### src/sv/assert_macros.svh
// ----------------------------------------------------------------------------
// assert_macros.svh
// shared assertion macros, sampled on clock; TSP_ASSERT is disabled during reset
// ----------------------------------------------------------------------------
`ifndef ASSERT_MACROS_SVH
`define ASSERT_MACROS_SVH

// implication checked on every clock edge outside reset
`define TSP_ASSERT(label, prop, msg) \
   label: assert property (@(posedge clock) disable iff (reset) prop) else $error(msg);

// implication checked on every clock edge, reset included
`define TSP_ASSERT_ALWAYS(label, prop, msg) \
   label: assert property (@(posedge clock) prop) else $error(msg);

`endif

### src/sv/tsp_pkg.sv
// ----------------------------------------------------------------------------
// tsp_pkg
// types and constants of the time string parser
// ----------------------------------------------------------------------------
`default_nettype none

package tsp_pkg;

   localparam int unsigned CHAR_W  = 8;
   localparam int unsigned NUM_W   = 7;
   localparam int unsigned DIGIT_W = 4;
   localparam int unsigned TIME_W  = 25;

   localparam logic [CHAR_W-1:0] CHAR_NUL     = 8'h00;
   localparam logic [CHAR_W-1:0] CHAR_ZERO    = 8'h30;
   localparam logic [CHAR_W-1:0] CHAR_NINE    = 8'h39;
   localparam logic [CHAR_W-1:0] CHAR_UPPER_A = 8'h41;
   localparam logic [CHAR_W-1:0] CHAR_UPPER_Z = 8'h5A;
   localparam logic [CHAR_W-1:0] CHAR_LOWER_A = 8'h61;
   localparam logic [CHAR_W-1:0] CHAR_LOWER_P = 8'h70;
   localparam logic [CHAR_W-1:0] CASE_OFFSET  = 8'h20;

   localparam logic [NUM_W-1:0] HOUR_NOON  = 7'd12;
   localparam logic [NUM_W-1:0] HOUR_MAX   = 7'd23;
   localparam logic [NUM_W-1:0] MINSEC_MAX = 7'd59;
   localparam logic [NUM_W-1:0] TEN        = 7'd10;

   localparam logic [TIME_W-1:0] HOUR_SCALE   = 25'd1000000;
   localparam logic [TIME_W-1:0] MINUTE_SCALE = 25'd10000;
   localparam logic [TIME_W-1:0] SECOND_SCALE = 25'd100;

   typedef enum logic [2:0] {
      PHASE_HOUR   = 3'd0,
      PHASE_MINUTE = 3'd1,
      PHASE_SECOND = 3'd2,
      PHASE_CENTI  = 3'd3,
      PHASE_ALLOW  = 3'd4,
      PHASE_DONE   = 3'd5
   } phase_type;

   typedef enum logic [1:0] {
      STATUS_OK     = 2'd0,
      STATUS_FORMAT = 2'd1,
      STATUS_REPEAT = 2'd2,
      STATUS_RANGE  = 2'd3
   } status_type;

   typedef struct packed {
      phase_type              phase;
      logic                   pend_valid;
      logic [DIGIT_W-1:0]     pend_digit;
      logic [NUM_W-1:0]       hour;
      logic [NUM_W-1:0]       minute;
      logic [NUM_W-1:0]       second;
      logic [NUM_W-1:0]       centi;
      logic                   seen_am;
      logic                   seen_pm;
      status_type             err;
   } state_type;

   localparam state_type STATE_RESET = '{
      phase:      PHASE_HOUR,
      pend_valid: 1'b0,
      pend_digit: '0,
      hour:       '0,
      minute:     '0,
      second:     '0,
      centi:      '0,
      seen_am:    1'b0,
      seen_pm:    1'b0,
      err:        STATUS_OK
   };

endpackage

`default_nettype wire

### src/sv/tsp_if.sv
// ----------------------------------------------------------------------------
// tsp_if
// valid/ready channels carrying character words and time result words
// ----------------------------------------------------------------------------
`default_nettype none

interface tsp_req_if;
   logic                        valid;
   logic                        ready;
   logic [tsp_pkg::CHAR_W-1:0]  char_code;

   modport source (output valid, output char_code, input ready);
   modport sink   (input valid, input char_code, output ready);
endinterface

interface tsp_rsp_if;
   logic                        valid;
   logic                        ready;
   logic [tsp_pkg::TIME_W-1:0]  time_value;
   logic [1:0]                  status;

   modport source (output valid, output time_value, output status, input ready);
   modport sink   (input valid, input time_value, input status, output ready);
endinterface

`default_nettype wire

### src/sv/tsp_parse.sv
// ----------------------------------------------------------------------------
// tsp_parse
// parser state register and per-character next-state logic
// ----------------------------------------------------------------------------
`default_nettype none
`include "assert_macros.svh"

module tsp_parse (
   input  wire logic                        clock,
   input  wire logic                        reset,
   input  wire logic                        step_valid,
   input  wire logic [tsp_pkg::CHAR_W-1:0]  char_code,
   output tsp_pkg::state_type               final_state
);

   tsp_pkg::state_type state_ff;
   tsp_pkg::state_type state_in;

   function automatic tsp_pkg::state_type take_number(
      input tsp_pkg::state_type s,
      input logic [tsp_pkg::NUM_W-1:0] num
   );
      tsp_pkg::state_type r;
      r = s;
      if (s.err == tsp_pkg::STATUS_OK) begin
         case (s.phase)
            tsp_pkg::PHASE_HOUR: begin
               r.hour  = num;
               r.phase = tsp_pkg::PHASE_MINUTE;
            end
            tsp_pkg::PHASE_MINUTE: begin
               r.minute = num;
               r.phase  = tsp_pkg::PHASE_SECOND;
            end
            tsp_pkg::PHASE_SECOND: begin
               r.second = num;
               r.phase  = tsp_pkg::PHASE_CENTI;
            end
            tsp_pkg::PHASE_CENTI: begin
               r.centi = num;
               r.phase = tsp_pkg::PHASE_ALLOW;
            end
            default: begin
               r.err = tsp_pkg::STATUS_FORMAT;
            end
         endcase
      end
      return r;
   endfunction

   function automatic tsp_pkg::state_type take_marker(
      input tsp_pkg::state_type s,
      input logic is_pm
   );
      tsp_pkg::state_type r;
      r = s;
      if (s.err == tsp_pkg::STATUS_OK) begin
         if (s.phase == tsp_pkg::PHASE_DONE) begin
            r.err = tsp_pkg::STATUS_FORMAT;
         end else if (s.seen_am || s.seen_pm) begin
            r.err = tsp_pkg::STATUS_REPEAT;
         end else begin
            r.seen_pm = is_pm;
            r.seen_am = !is_pm;
            if (s.phase == tsp_pkg::PHASE_ALLOW) begin
               r.phase = tsp_pkg::PHASE_DONE;
            end
         end
      end
      return r;
   endfunction

   logic                          is_term;
   logic                          is_digit;
   logic [tsp_pkg::CHAR_W-1:0]    lower_char;
   logic [tsp_pkg::CHAR_W-1:0]    digit_full;
   logic [tsp_pkg::DIGIT_W-1:0]   digit;
   logic [tsp_pkg::NUM_W-1:0]     pair_value;

   assign is_term    = (char_code == tsp_pkg::CHAR_NUL);
   assign is_digit   = (char_code >= tsp_pkg::CHAR_ZERO) && (char_code <= tsp_pkg::CHAR_NINE);
   assign lower_char = ((char_code >= tsp_pkg::CHAR_UPPER_A) &&
                        (char_code <= tsp_pkg::CHAR_UPPER_Z)) ?
                       (char_code + tsp_pkg::CASE_OFFSET) : char_code;
   assign digit_full = char_code - tsp_pkg::CHAR_ZERO;
   assign digit      = digit_full[tsp_pkg::DIGIT_W-1:0];
   // tens digit times ten plus units digit
   assign pair_value = {state_ff.pend_digit, 3'b000} + {2'b00, state_ff.pend_digit, 1'b0} +
                       {3'b000, digit};

   always_comb begin
      tsp_pkg::state_type s;
      s           = state_ff;
      final_state = state_ff;
      if ((state_ff.err != tsp_pkg::STATUS_OK) && !is_term) begin
         s.pend_valid = 1'b0;
      end else if (is_digit) begin
         if (state_ff.pend_valid) begin
            s.pend_valid = 1'b0;
            s = take_number(s, pair_value);
         end else begin
            s.pend_digit = digit;
            s.pend_valid = 1'b1;
         end
      end else begin
         // a lone pending digit completes as a one-digit number
         if (state_ff.pend_valid) begin
            s.pend_valid = 1'b0;
            s = take_number(s, {3'b000, state_ff.pend_digit});
         end
         final_state = s;
         if (is_term) begin
            s = tsp_pkg::STATE_RESET;
         end else if (lower_char == tsp_pkg::CHAR_LOWER_A) begin
            s = take_marker(s, 1'b0);
         end else if (lower_char == tsp_pkg::CHAR_LOWER_P) begin
            s = take_marker(s, 1'b1);
         end
      end
      state_in = s;
   end

   always_ff @(posedge clock) begin
      if (reset) begin
         state_ff <= tsp_pkg::STATE_RESET;
      end else if (step_valid) begin
         state_ff <= state_in;
      end
   end

   `TSP_ASSERT(a_term_clears_state,
      step_valid && (char_code == tsp_pkg::CHAR_NUL) |=> state_ff == tsp_pkg::STATE_RESET,
      "parser state not cleared after terminator")
   `TSP_ASSERT(a_error_drops_pending,
      (state_ff.err != tsp_pkg::STATUS_OK) && $past(state_ff.err != tsp_pkg::STATUS_OK) &&
      $past(step_valid) |-> !state_ff.pend_valid,
      "pending digit kept while in error")

endmodule

`default_nettype wire

### src/sv/tsp_finish.sv
// ----------------------------------------------------------------------------
// tsp_finish
// 12-hour adjustment, range check and HHMMSScc packing at the terminator
// ----------------------------------------------------------------------------
`default_nettype none

module tsp_finish (
   input  wire tsp_pkg::state_type           final_state,
   output logic [tsp_pkg::TIME_W-1:0]        time_value,
   output tsp_pkg::status_type               status
);

   logic [tsp_pkg::NUM_W-1:0]  hour_adj;
   logic                       out_of_range;
   logic [tsp_pkg::TIME_W-1:0] packed_time;

   always_comb begin
      hour_adj = final_state.hour;
      if (final_state.seen_pm && (final_state.hour < tsp_pkg::HOUR_NOON)) begin
         hour_adj = final_state.hour + tsp_pkg::HOUR_NOON;
      end else if (final_state.seen_am && (final_state.hour == tsp_pkg::HOUR_NOON)) begin
         hour_adj = '0;
      end
   end

   assign out_of_range = (hour_adj > tsp_pkg::HOUR_MAX) ||
                         (final_state.minute > tsp_pkg::MINSEC_MAX) ||
                         (final_state.second > tsp_pkg::MINSEC_MAX);

   assign packed_time = ({18'd0, hour_adj} * tsp_pkg::HOUR_SCALE) +
                        ({18'd0, final_state.minute} * tsp_pkg::MINUTE_SCALE) +
                        ({18'd0, final_state.second} * tsp_pkg::SECOND_SCALE) +
                        {18'd0, final_state.centi};

   always_comb begin
      if (final_state.err != tsp_pkg::STATUS_OK) begin
         status     = final_state.err;
         time_value = '0;
      end else if (out_of_range) begin
         status     = tsp_pkg::STATUS_RANGE;
         time_value = '0;
      end else begin
         status     = tsp_pkg::STATUS_OK;
         time_value = packed_time;
      end
   end

endmodule

`default_nettype wire

### src/sv/time_string_parser_core.sv
// ----------------------------------------------------------------------------
// time_string_parser_core
// streaming parser of time strings into HHMMSScc with status
//
// req_ch carries one character word per handshake; a zero byte ends the
// string. rsp_ch carries one result word per terminator: time_value and
// status. Non-terminator characters produce no result.
// Each accepted character waits in the input register, from which the
// parser state is updated as it advances; a terminator loads the result
// register as it advances, and rsp_ch offers the result from there.
// Throughput is one character per cycle; the only limit is the single
// result register, which a terminator needs free (or being drained).
// When rsp_ch stalls, ordinary characters keep flowing; a terminator
// waits in the input register and req_ch.ready drops until the result
// is taken. Reset clears the parser state and both valid flags.
// ----------------------------------------------------------------------------
`default_nettype none
`include "assert_macros.svh"

module time_string_parser_core (
   input  wire logic   clock,
   input  wire logic   reset,
   tsp_req_if.sink     req_ch,
   tsp_rsp_if.source   rsp_ch
);

   logic                         in_valid_ff;
   logic                         in_valid_in;
   logic [tsp_pkg::CHAR_W-1:0]   in_char_ff;
   logic                         out_valid_ff;
   logic                         out_valid_in;
   logic [tsp_pkg::TIME_W-1:0]   out_time_ff;
   tsp_pkg::status_type          out_status_ff;

   logic                         in_term;
   logic                         advance;
   logic                         load_result;
   tsp_pkg::state_type           final_state;
   logic [tsp_pkg::TIME_W-1:0]   fin_time;
   tsp_pkg::status_type          fin_status;

   assign in_term     = (in_char_ff == tsp_pkg::CHAR_NUL);
   assign advance     = in_valid_ff && (!in_term || !out_valid_ff || rsp_ch.ready);
   assign load_result = advance && in_term;

   assign req_ch.ready = !in_valid_ff || advance;
   assign in_valid_in  = req_ch.valid || (in_valid_ff && !advance);
   assign out_valid_in = load_result || (out_valid_ff && !rsp_ch.ready);

   tsp_parse u_parse (
      .clock       (clock),
      .reset       (reset),
      .step_valid  (advance),
      .char_code   (in_char_ff),
      .final_state (final_state)
   );

   tsp_finish u_finish (
      .final_state (final_state),
      .time_value  (fin_time),
      .status      (fin_status)
   );

   always_ff @(posedge clock) begin
      if (reset) begin
         in_valid_ff  <= 1'b0;
         out_valid_ff <= 1'b0;
      end else begin
         in_valid_ff  <= in_valid_in;
         out_valid_ff <= out_valid_in;
      end
   end

   always_ff @(posedge clock) begin
      if (req_ch.valid && req_ch.ready) begin
         in_char_ff <= req_ch.char_code;
      end
      if (load_result) begin
         out_time_ff   <= fin_time;
         out_status_ff <= fin_status;
      end
   end

   assign rsp_ch.valid      = out_valid_ff;
   assign rsp_ch.time_value = out_time_ff;
   assign rsp_ch.status     = out_status_ff;

   `TSP_ASSERT(a_result_from_term,
      $rose(out_valid_ff) |-> $past(load_result),
      "result word without a terminator")
   `TSP_ASSERT(a_error_zero_time,
      out_valid_ff && (out_status_ff != tsp_pkg::STATUS_OK) |-> out_time_ff == '0,
      "nonzero time with error status")
   `TSP_ASSERT(a_term_waits,
      in_valid_ff && in_term && out_valid_ff && !rsp_ch.ready |=>
         in_valid_ff && in_term && out_valid_ff,
      "terminator lost while result register full")

endmodule

`default_nettype wire

### src/flat_wrapper.sv
// flat-port wrapper written by rule: the top's interface ports become plain ports
module time_string_parser_core_flat 
  (clock, reset, req_ch_valid, req_ch_char_code, req_ch_ready, rsp_ch_valid, rsp_ch_time_value, rsp_ch_status, rsp_ch_ready);
  tsp_req_if req_ch_i ();
  tsp_rsp_if rsp_ch_i ();
  input  wire logic clock;
  input  wire logic reset;
  input wire logic [$bits(req_ch_i.valid)-1:0] req_ch_valid;
  input wire logic [$bits(req_ch_i.char_code)-1:0] req_ch_char_code;
  output wire logic [$bits(req_ch_i.ready)-1:0] req_ch_ready;
  output wire logic [$bits(rsp_ch_i.valid)-1:0] rsp_ch_valid;
  output wire logic [$bits(rsp_ch_i.time_value)-1:0] rsp_ch_time_value;
  output wire logic [$bits(rsp_ch_i.status)-1:0] rsp_ch_status;
  input wire logic [$bits(rsp_ch_i.ready)-1:0] rsp_ch_ready;
  assign req_ch_i.valid = req_ch_valid;
  assign req_ch_i.char_code = req_ch_char_code;
  assign req_ch_ready = req_ch_i.ready;
  assign rsp_ch_valid = rsp_ch_i.valid;
  assign rsp_ch_time_value = rsp_ch_i.time_value;
  assign rsp_ch_status = rsp_ch_i.status;
  assign rsp_ch_i.ready = rsp_ch_ready;
  time_string_parser_core u_core (.clock(clock), .reset(reset), .req_ch(req_ch_i), .rsp_ch(rsp_ch_i));
endmodule
### config.mk
export PLATFORM = sky130hd
export DESIGN_NAME = time_string_parser_core_flat
export DESIGN_NICKNAME = d
export VERILOG_FILES = /design/src/sv/tsp_pkg.sv /design/src/sv/tsp_if.sv /design/src/sv/tsp_parse.sv /design/src/sv/tsp_finish.sv /design/src/sv/time_string_parser_core.sv /design/src/flat_wrapper.sv
export VERILOG_INCLUDE_DIRS = /design/src /design/src/sv
export SDC_FILE = /design/constraint.sdc
export NUM_CORES = 1
export LEC_CHECK = 0
export ABC_AREA = 1
export BUFFER_PORTS_ARGS = -buffer_cell sky130_fd_sc_hd__buf_2
export CAP_MARGIN = 25
export CORE_MARGIN = 2
export CORE_UTILIZATION = 35
export CTS_BUF_LIST = sky130_fd_sc_hd__clkbuf_16
export DETAILED_ROUTE_END_ITERATION = 10
export PLACE_DENSITY_LB_ADDON = 0.12
export SYNTH_ARGS = -nofsm -noshare
export SYNTH_HDL_FRONTEND = slang
export SYNTH_HIERARCHICAL = 1
export SYNTH_SLANG_ARGS = --single-unit
### constraint.sdc
create_clock -name clock -period 8.3 [get_ports clock]
set_input_delay 0 -clock clock [delete_from_list [all_inputs] [get_ports clock]]
set_output_delay 0 -clock clock [all_outputs]
set_load 0.01 [all_outputs]
==> out/qor.csv, run 1 <==
metric,value,unit
core,0.0260,mm²
first_global_vias,7629,
post-route-period-util,91.6,%
fmax,131,MHz
final_area,0.0102,mm²
routed-via-count,7690,
finalHoldViolCount,0,
maxCapViolCount,0,
grt-ovfl-total,0,
cts_sinks,77,
cts-root-buf,clkbuf_16,
path_common_cell,ha_1,
syn-num-nets,1413,
finalSetupTns,0,ns
rows,59,
crit_type,reg2reg,
critPathCaptureType,register,
whs_endpoint,u_core/rsp_ch.valid,
finClkSkew,0.0151,ns
maxSlewViolCount,0,
powerDensity,124,mW/mm²
relSlewSlack,51.8,%
htreeDepth,3,
drt_iter0_drc,331,
hp-start,reset,
grt_max_degree,26,
grt_pass1_wl,39.2,mm
hpwl,19.2,mm
period_minus_slack,7.61,ns
pin_count,41,
regToRegStartpoint,u_core/in_char_ff[5],
rr_worst_depth,36,
status,"complete, no violations",
cp.arrival,7.69,ns
post_drt_wl_per_cell,14.8,µm
syn_area,0.00926,mm²
tightest_slew,0.723,ns
ir_drop,0.104,mV
io_buffers,40,
crit_path_start_kind,register,
drt_first_pass_iters,5,
initial_core_util,35.6,%
syn_area_per_cell,7.73,µm²
drt-total-wl,23.4,mm
rsz0062_at_grt,false,
place_area,0.00978,mm²
setup_viol,0,
die_w,167,µm
grt_usage,17.4,%
cp_max_fo,18,
ctsLongestPathBuffers,2,
dieArea,0.0278,mm²
leakagePower,5.27,nW
die_y,167,µm
final_nets,1457,
syn_inst,1197,
yosys_warnings,6,
area_growth,10.3,%
crit_slowest_cell,fa_1,
reg2reg_setup_slack,0.69,ns
required,8.39,ns
vias_per_cell,4.86,
gp_congestion,0.907,
clkTransAtPathRegs,0.08,ns
drive_gt1_share,11.9,%
cts_buffers,9,
slowest_delay,0.52,ns
hold_path_depth,2,
hp-class,in2reg,
cts_tree,done,
ant_nets,0,
antennaDiodeCount,0,
clk_latency,0.36,ns
r2r_end,u_core/rsp_ch.time_value[21],
antenna_found_initial,0,
drc_errors,0,
state kept, by name, summed over array words and instances, names as in the netlist:
| register | flops |
|---|---|
| u_core/rsp_ch.valid | 1 |
| u_core/u_parse/state_ff | 40 |
| u_core/rsp_ch.time_value | 25 |
| u_core/rsp_ch.status | 2 |
| u_core/in_valid_ff | 1 |
| u_core/in_char_ff | 8 |
layer usage:
layer | global-route usage, % | routed length [µm] | share of wire (%)
met3 | 2.21 | 876 | 3.8
met5 | 0 | 0 | 0
met2 | 30.4 | 11100 | 47
met4 | 4.46 | 445 | 1.9
met1 | 22.7 | 10900 | 47
stage by stage:
stage | cells | power [mW] | hold slack [ns] | setup WS (ns) | utilization (%)
after global routing | 1581 | 1.36 | 0.149 | 0.0349 | 39.3
after detailed placement | 1553 | 0.841 | 0.178 | 0.478 | 37.6
final | 1581 | 1.26 | 0.105 | 0.694 | 39.3
after CTS | 1580 | 1.28 | 0.101 | 0.437 | 39.2
after floorplan | 1197 | 0.745 | 0.0624 | 1.26 | -
after global placement | 1552 | 0.844 | 0.178 | 0.639 | 37.5
area by class of cell:
class / count / area (µm²)
clock inverters: 7 / 81.3
repair buffers: 58 / 375
clock buffers: 9 / 225
well taps: 335 / 419
inverters: 227 / 858
multi-input cells: 868 / 6360
fillers: 2792 / 15800
flip-flops and latches: 77 / 1890
how the worst max path moves through the flow:
stage	cells past startpoint	from	endpoint
6_report	36	u_core/in_char_ff[5]	u_core/rsp_ch.time_value[21]
5_1_grt	36	u_core/in_char_ff[5]	u_core/rsp_ch.time_value[21]
3_5_place_dp	36	u_core/in_char_ff[3]	u_core/rsp_ch.time_value[21]
3_3_place_gp	36	u_core/in_char_ff[3]	u_core/rsp_ch.time_value[21]
2_1_floorplan	35	u_core/in_char_ff[7]	u_core/rsp_ch.time_value[21]
4_1_cts	36	u_core/in_char_ff[3]	u_core/rsp_ch.time_value[21]
cell usage in the layout (no fill, tap or decap), types with 3 or more instances in the layout:
cell type / count
a211oi_1: 5
a21oi_1: 90
a21oi_2: 9
a31oi_1: 16
buf_2: 40
buf_4: 6
clkbuf_16: 9
dfxtp_1: 41
dlygate4sd3_1: 11
edfxtp_1: 35
fa_1: 35
ha_1: 169
inv_1: 211
inv_2: 12
inv_6: 3
nand2_1: 212
nand2_2: 4
nand3_1: 34
nand3_2: 5
nand3b_1: 4
nand4_1: 10
nor2_1: 77
nor2_2: 25
nor2_4: 7
nor3_1: 12
o211ai_1: 12
o21ai_0: 44
o21ai_1: 7
o21ai_2: 6
o21bai_1: 3
o22ai_1: 9
o31ai_1: 3
xnor2_1: 21
xor2_1: 22
repair_timing:
item / 4_1_cts / 5_1_grt
endpoints found under the hold margin: 10 / 0
setup endpoints to repair: 0 / 3
setup buffers: 0 / 1
gates resized for setup: 0 / 4
hold buffers: 11 / 0
worst max-delay path: cells and delay by family (launching register included):
family          cells  cell delay [ns]
fa+ha+maj           8             3.13
buf+inv             7             0.77
simple gates       15             1.90
compound gates      4             0.68
flops               1             0.49
xor+xnor            2             0.34
report_power, final:
group | internal (mW) | total (mW) | leakage, nW | switching, mW
combinational | 0.155 | 0.411 | 4.46 | 0.256
sequential | 0.415 | 0.427 | 0.667 | 0.0116
clock | 0.216 | 0.425 | 0.150 | 0.209
No activity file was read; power rests on OpenSTA's default activity.
==> run 2, diff against run 1 <==
==> constraint.sdc (replaced) <==
create_clock -name clock -period 7.9 [get_ports clock]
set_input_delay 0 -clock clock [delete_from_list [all_inputs] [get_ports clock]]
set_output_delay 0 -clock clock [all_outputs]
set_load 0.01 [all_outputs]
==> out/qor.csv, run 2 (same netlist as run 1, synthesis figures left out) <==
metric,value,unit
initial_core_util,35.6,%
route.met3.wl,623,µm
ctsLongestPathBuffers,2,
cp_max_fo,18,
slowest_delay,0.52,ns
tightest_slew,0.704,ns
fillers,2785,
drive_gt1_share,13.1,%
finalSetupTns,0,ns
htreeDepth,3,
worst-path-buf-inv,7,
crit_slowest_cell,fa_1,
top_layer_used,met4,
cts_buffers,9,
crit_path_start_kind,register,
dp.cells,1564,
drt-total-wl,23.2,mm
antennaDiodeCount,0,
maxSlewViolCount,0,
drc_errors,0,
grt_usage,16.9,%
grt_max_degree,26,
status,"complete, no violations",
routed-via-count,7661,
drt_iter0_drc,401,
clk_latency,0.35,ns
wl_met2,11.1,mm
finClkSkew,0.00838,ns
die_y,167,µm
critPathCaptureType,register,
setup_viol,0,
drt_first_pass_iters,5,
cts-root-buf,clkbuf_16,
io_buffers,40,
hp-class,in2reg,
final_nets,1472,
relSlewSlack,53.0,%
cts_tree,done,
crit_type,reg2reg,
ant_nets,0,
leakagePower,5.34,nW
vias_per_cell,4.80,
antenna_found_initial,0,
wl_met1,11.3,mm
largest_register_ffs,40,
hpwl,19.1,mm
gp_congestion,0.860,
area_growth,11.7,%
powerDensity,129,mW/mm²
post-route-period-util,92.7,%
maxCapViolCount,0,
die_w,167,µm
rows,59,
grt_pass1_wl,38.0,mm
grt-ovfl-total,0,
whs,0.00861,ns
dieArea,0.0278,mm²
post_drt_wl_per_cell,14.5,µm
clkTransAtPathRegs,0.08,ns
mostFrequentLayoutCells,"nand2_1 (211), inv_1 (211), ha_1 (169)",
required,8.00,ns
first_global_vias,7458,
cp.arrival,7.43,ns
cts_sinks,77,
ir_drop,0.0891,mV
regMostFlops,u_core/u_parse/state_ff,
period_minus_slack,7.32,ns
final_cells,1596,
crit_family,adder cells,
core,0.0260,mm²
pin_count,41,
fmax,137,MHz
finalHoldViolCount,0,
[run 2: report_power, final]
group	leakage, nW	switching, mW	total (mW)	internal, mW
clock	0.151	0.206	0.459	0.253
sequential	0.667	0.0104	0.447	0.436
combinational	4.52	0.266	0.433	0.167
[run 2: final cells by class]
cell class                      count  area (µm²)  share of cell area, %
Inverter                          227         866                   8.37
Clock inverter                      7        91.3                  0.883
Sequential cell                    77        1890                   18.3
Multi-Input combinational cell    868        6370                   61.5
Timing Repair Buffer               73         485                   4.69
Tap cell                          335         419                   4.05
Clock buffer                        9         225                   2.18
[run 2: through the flow]
| step | setup WS [ns] | power, mW | util [%] | area [µm²] |
|---|---|---|---|---|
| 5_1_grt | -0.0167 | 1.43 | 39.8 | 10300 |
| 3_5_place_dp | 0.308 | 0.883 | 37.9 | 9860 |
| 6_report | 0.577 | 1.34 | 39.8 | 10300 |
| 3_3_place_gp | 0.451 | 0.886 | 37.9 | 9840 |
| 2_1_floorplan | 0.864 | 0.783 | - | 9260 |
| 4_1_cts | 0.294 | 1.35 | 39.5 | 10300 |
[run 2: what timing repair did]
action	CTS	global route
setup endpoints to repair	0	4
hold endpoints to repair	9	0
gates resized for setup	0	6
hold buffers	10	0
buffers inserted	0	6
[run 2: final timing paths]
| path | start | end | slack (ns) | cells past startpoint |
|---|---|---|---|---|
| min | rsp_ch_ready | u_core/rsp_ch.valid | 0.009 | 4 |
| max | u_core/in_char_ff[7] | u_core/rsp_ch.time_value[21] | 0.58 | 36 |
| max reg2reg | u_core/in_char_ff[7] | u_core/rsp_ch.time_value[21] | 0.58 | 36 |
| min reg2reg | u_core/u_parse/state_ff[16] | u_core/u_parse/state_ff[16] | 0.46 | 2 |
[run 2: worst register-to-register path, delay by kind of cell, from the launching register on]
kind / cells / cell delay [ns]
xor gates and xnor gates: 2 / 0.41
and+or+nand+nor: 12 / 1.35
AOI/OAI and AO/OA: 7 / 1.13
buffers and inverters: 7 / 0.60
adders and majority gates: 8 / 3.12
DFF: 1 / 0.49
[run 2: routing by layer]
layer | up-vias | GRT usage, %
met1 | 3479 | 22.6
met5 | - | 0
met3 | 16 | 2.07
li1 | 4035 | -
met4 | 0 | 3.34
met2 | 131 | 29.4
==> run 3, diff against run 2 <==
--- a/config.mk
+++ b/config.mk
@@ -13,6 +13,7 @@
 export CORE_UTILIZATION = 35
 export CTS_BUF_LIST = sky130_fd_sc_hd__clkbuf_16
 export DETAILED_ROUTE_END_ITERATION = 10
+export MAX_ROUTING_LAYER = met4
 export PLACE_DENSITY_LB_ADDON = 0.12
 export SYNTH_ARGS = -nofsm -noshare
 export SYNTH_HDL_FRONTEND = slang
==> out/qor.csv, run 3 (same netlist as run 1, synthesis figures left out) <==
metric,value,unit
slowest_delay,0.52,ns
clk_latency,0.35,ns
cts-root-buf,clkbuf_16,
grt_usage,17.4,%
post-route-period-util,92.6,%
hp-start,rsp_ch_ready,
drt_first_pass_iters,5,
ir_drop,0.0890,mV
die_w,167,µm
leakagePower,5.34,nW
ant_nets,0,
place_area,0.00986,mm²
vias_per_cell,4.82,
maxCapViolCount,0,
mostFrequentLayoutCells,"nand2_1 (211), inv_1 (211), ha_1 (169)",
dieArea,0.0278,mm²
gp_congestion,0.873,
relSlewSlack,51.4,%
drt_iter0_drc,387,
grt_pass1_wl,38.0,mm
pre_cts_ws,0.308,ns
regMostFlops,u_core/u_parse/state_ff,
drc_errors,0,
cp.arrival,7.41,ns
first_global_vias,7453,
crit_start,u_core/in_char_ff[7],
cts_buffers,9,
critPathCaptureType,register,
cp_max_fo,18,
io_buffers,40,
required,8.00,ns
fillers,2785,
rr_worst_depth,36,
final_cells,1596,
pin_count,41,
powerDensity,129,mW/mm²
grt_max_degree,26,
hold_path_depth,4,
clkTransAtPathRegs,0.08,ns
period_minus_slack,7.31,ns
tightest_slew,0.729,ns
largest_register_ffs,40,
setup_viol,0,
hp-class,in2reg,
initial_core_util,35.6,%
regToRegStartpoint,u_core/in_char_ff[7],
maxSlewViolCount,0,
core,0.0260,mm²
final_area,0.0103,mm²
cts_sinks,77,
drive_gt1_share,13.1,%
routed-via-count,7689,
crit_path_start_kind,register,
crit_family,adder cells,
hpwl,19.1,mm
fin_util,39.8,%
r2r_end,u_core/rsp_ch.time_value[21],
post_drt_wl_per_cell,14.6,µm
dp.cells,1564,
antennaDiodeCount,0,
cts_tree,done,
fmax,137,MHz
area_growth,11.7,%
whs_endpoint,u_core/rsp_ch.valid,
timing.final.ws_setup,0.587,ns
worst-path-buf-inv,7,
rows,59,
die_y,167,µm
htreeDepth,3,
finalHoldViolCount,0,
finClkSkew,0.0102,ns
crit_type,reg2reg,
grt-ovfl-total,0,
final_nets,1472,
drt-total-wl,23.3,mm
antenna_found_initial,0,
reg2reg_setup_slack,0.59,ns
crit_slowest_cell,fa_1,
status,"complete, no violations",
ctsLongestPathBuffers,2,
[run 3: cell counts in the layout (fill, tap and decap cells not counted)]
No cell type changed its count.
[run 3: worst max-delay path by stage]
stage / end / slack, ns / cells after the start
2_1_floorplan: u_core/rsp_ch.time_value[21] / 0.86 / 35
3_3_place_gp: u_core/rsp_ch.time_value[21] / 0.45 / 36
3_5_place_dp: u_core/rsp_ch.time_value[21] / 0.31 / 36
4_1_cts: u_core/rsp_ch.time_value[21] / 0.29 / 36
5_1_grt: u_core/rsp_ch.time_value[21] / -0.02 / 36
6_report: u_core/rsp_ch.time_value[21] / 0.59 / 36
[run 3: cell type report]
class                      count  area [µm²]  area share [%]
clock buffer                   9         225            2.18
clock inverter                 7        91.3           0.883
tap                          335         419            4.05
sequential                    77        1890            18.3
inverter                     227         866            8.37
timing repair buffer          73         485            4.69
multi-input combinational    868        6370            61.5
[run 3: worst register-to-register path: cells and delay by family (launching register included)]
family	cells	cell delay, ns
flip-flops	1	0.49
AO/OA/AOI/OAI	4	0.60
adder cells (fa/ha/maj)	8	3.12
AND/OR/NAND/NOR	15	1.94
XOR/XNOR	2	0.33
buffers and inverters	7	0.60
[run 3: per-stage QoR]
stage	hold WS, ns	setup TNS [ns]	total power [mW]
after floorplan	0.0624	0	0.783
after global placement	0.176	0	0.886
after detailed placement	0.178	0	0.883
after CTS	0.00158	0	1.35
after global routing	0.0482	-0.0267	1.43
final	0.0108	0	1.34
[run 3: what timing repair did]
action,CTS,global route
resized for setup,0,6
setup endpoints to repair,0,4
setup buffers,0,6
hold endpoints to repair,9,0
hold buffers,10,0
[run 3: power by group]
group	switching (mW)	leakage (nW)	internal, mW
clock	0.206	0.151	0.253
sequential	0.0104	0.667	0.436
combinational	0.266	4.52	0.167
[run 3: routing by layer]
layer	global-route usage, %	wire (µm)
met1	22.6	11400
met2	29.5	11000
met3	2.07	593
met4	3.34	254
met5	-	0
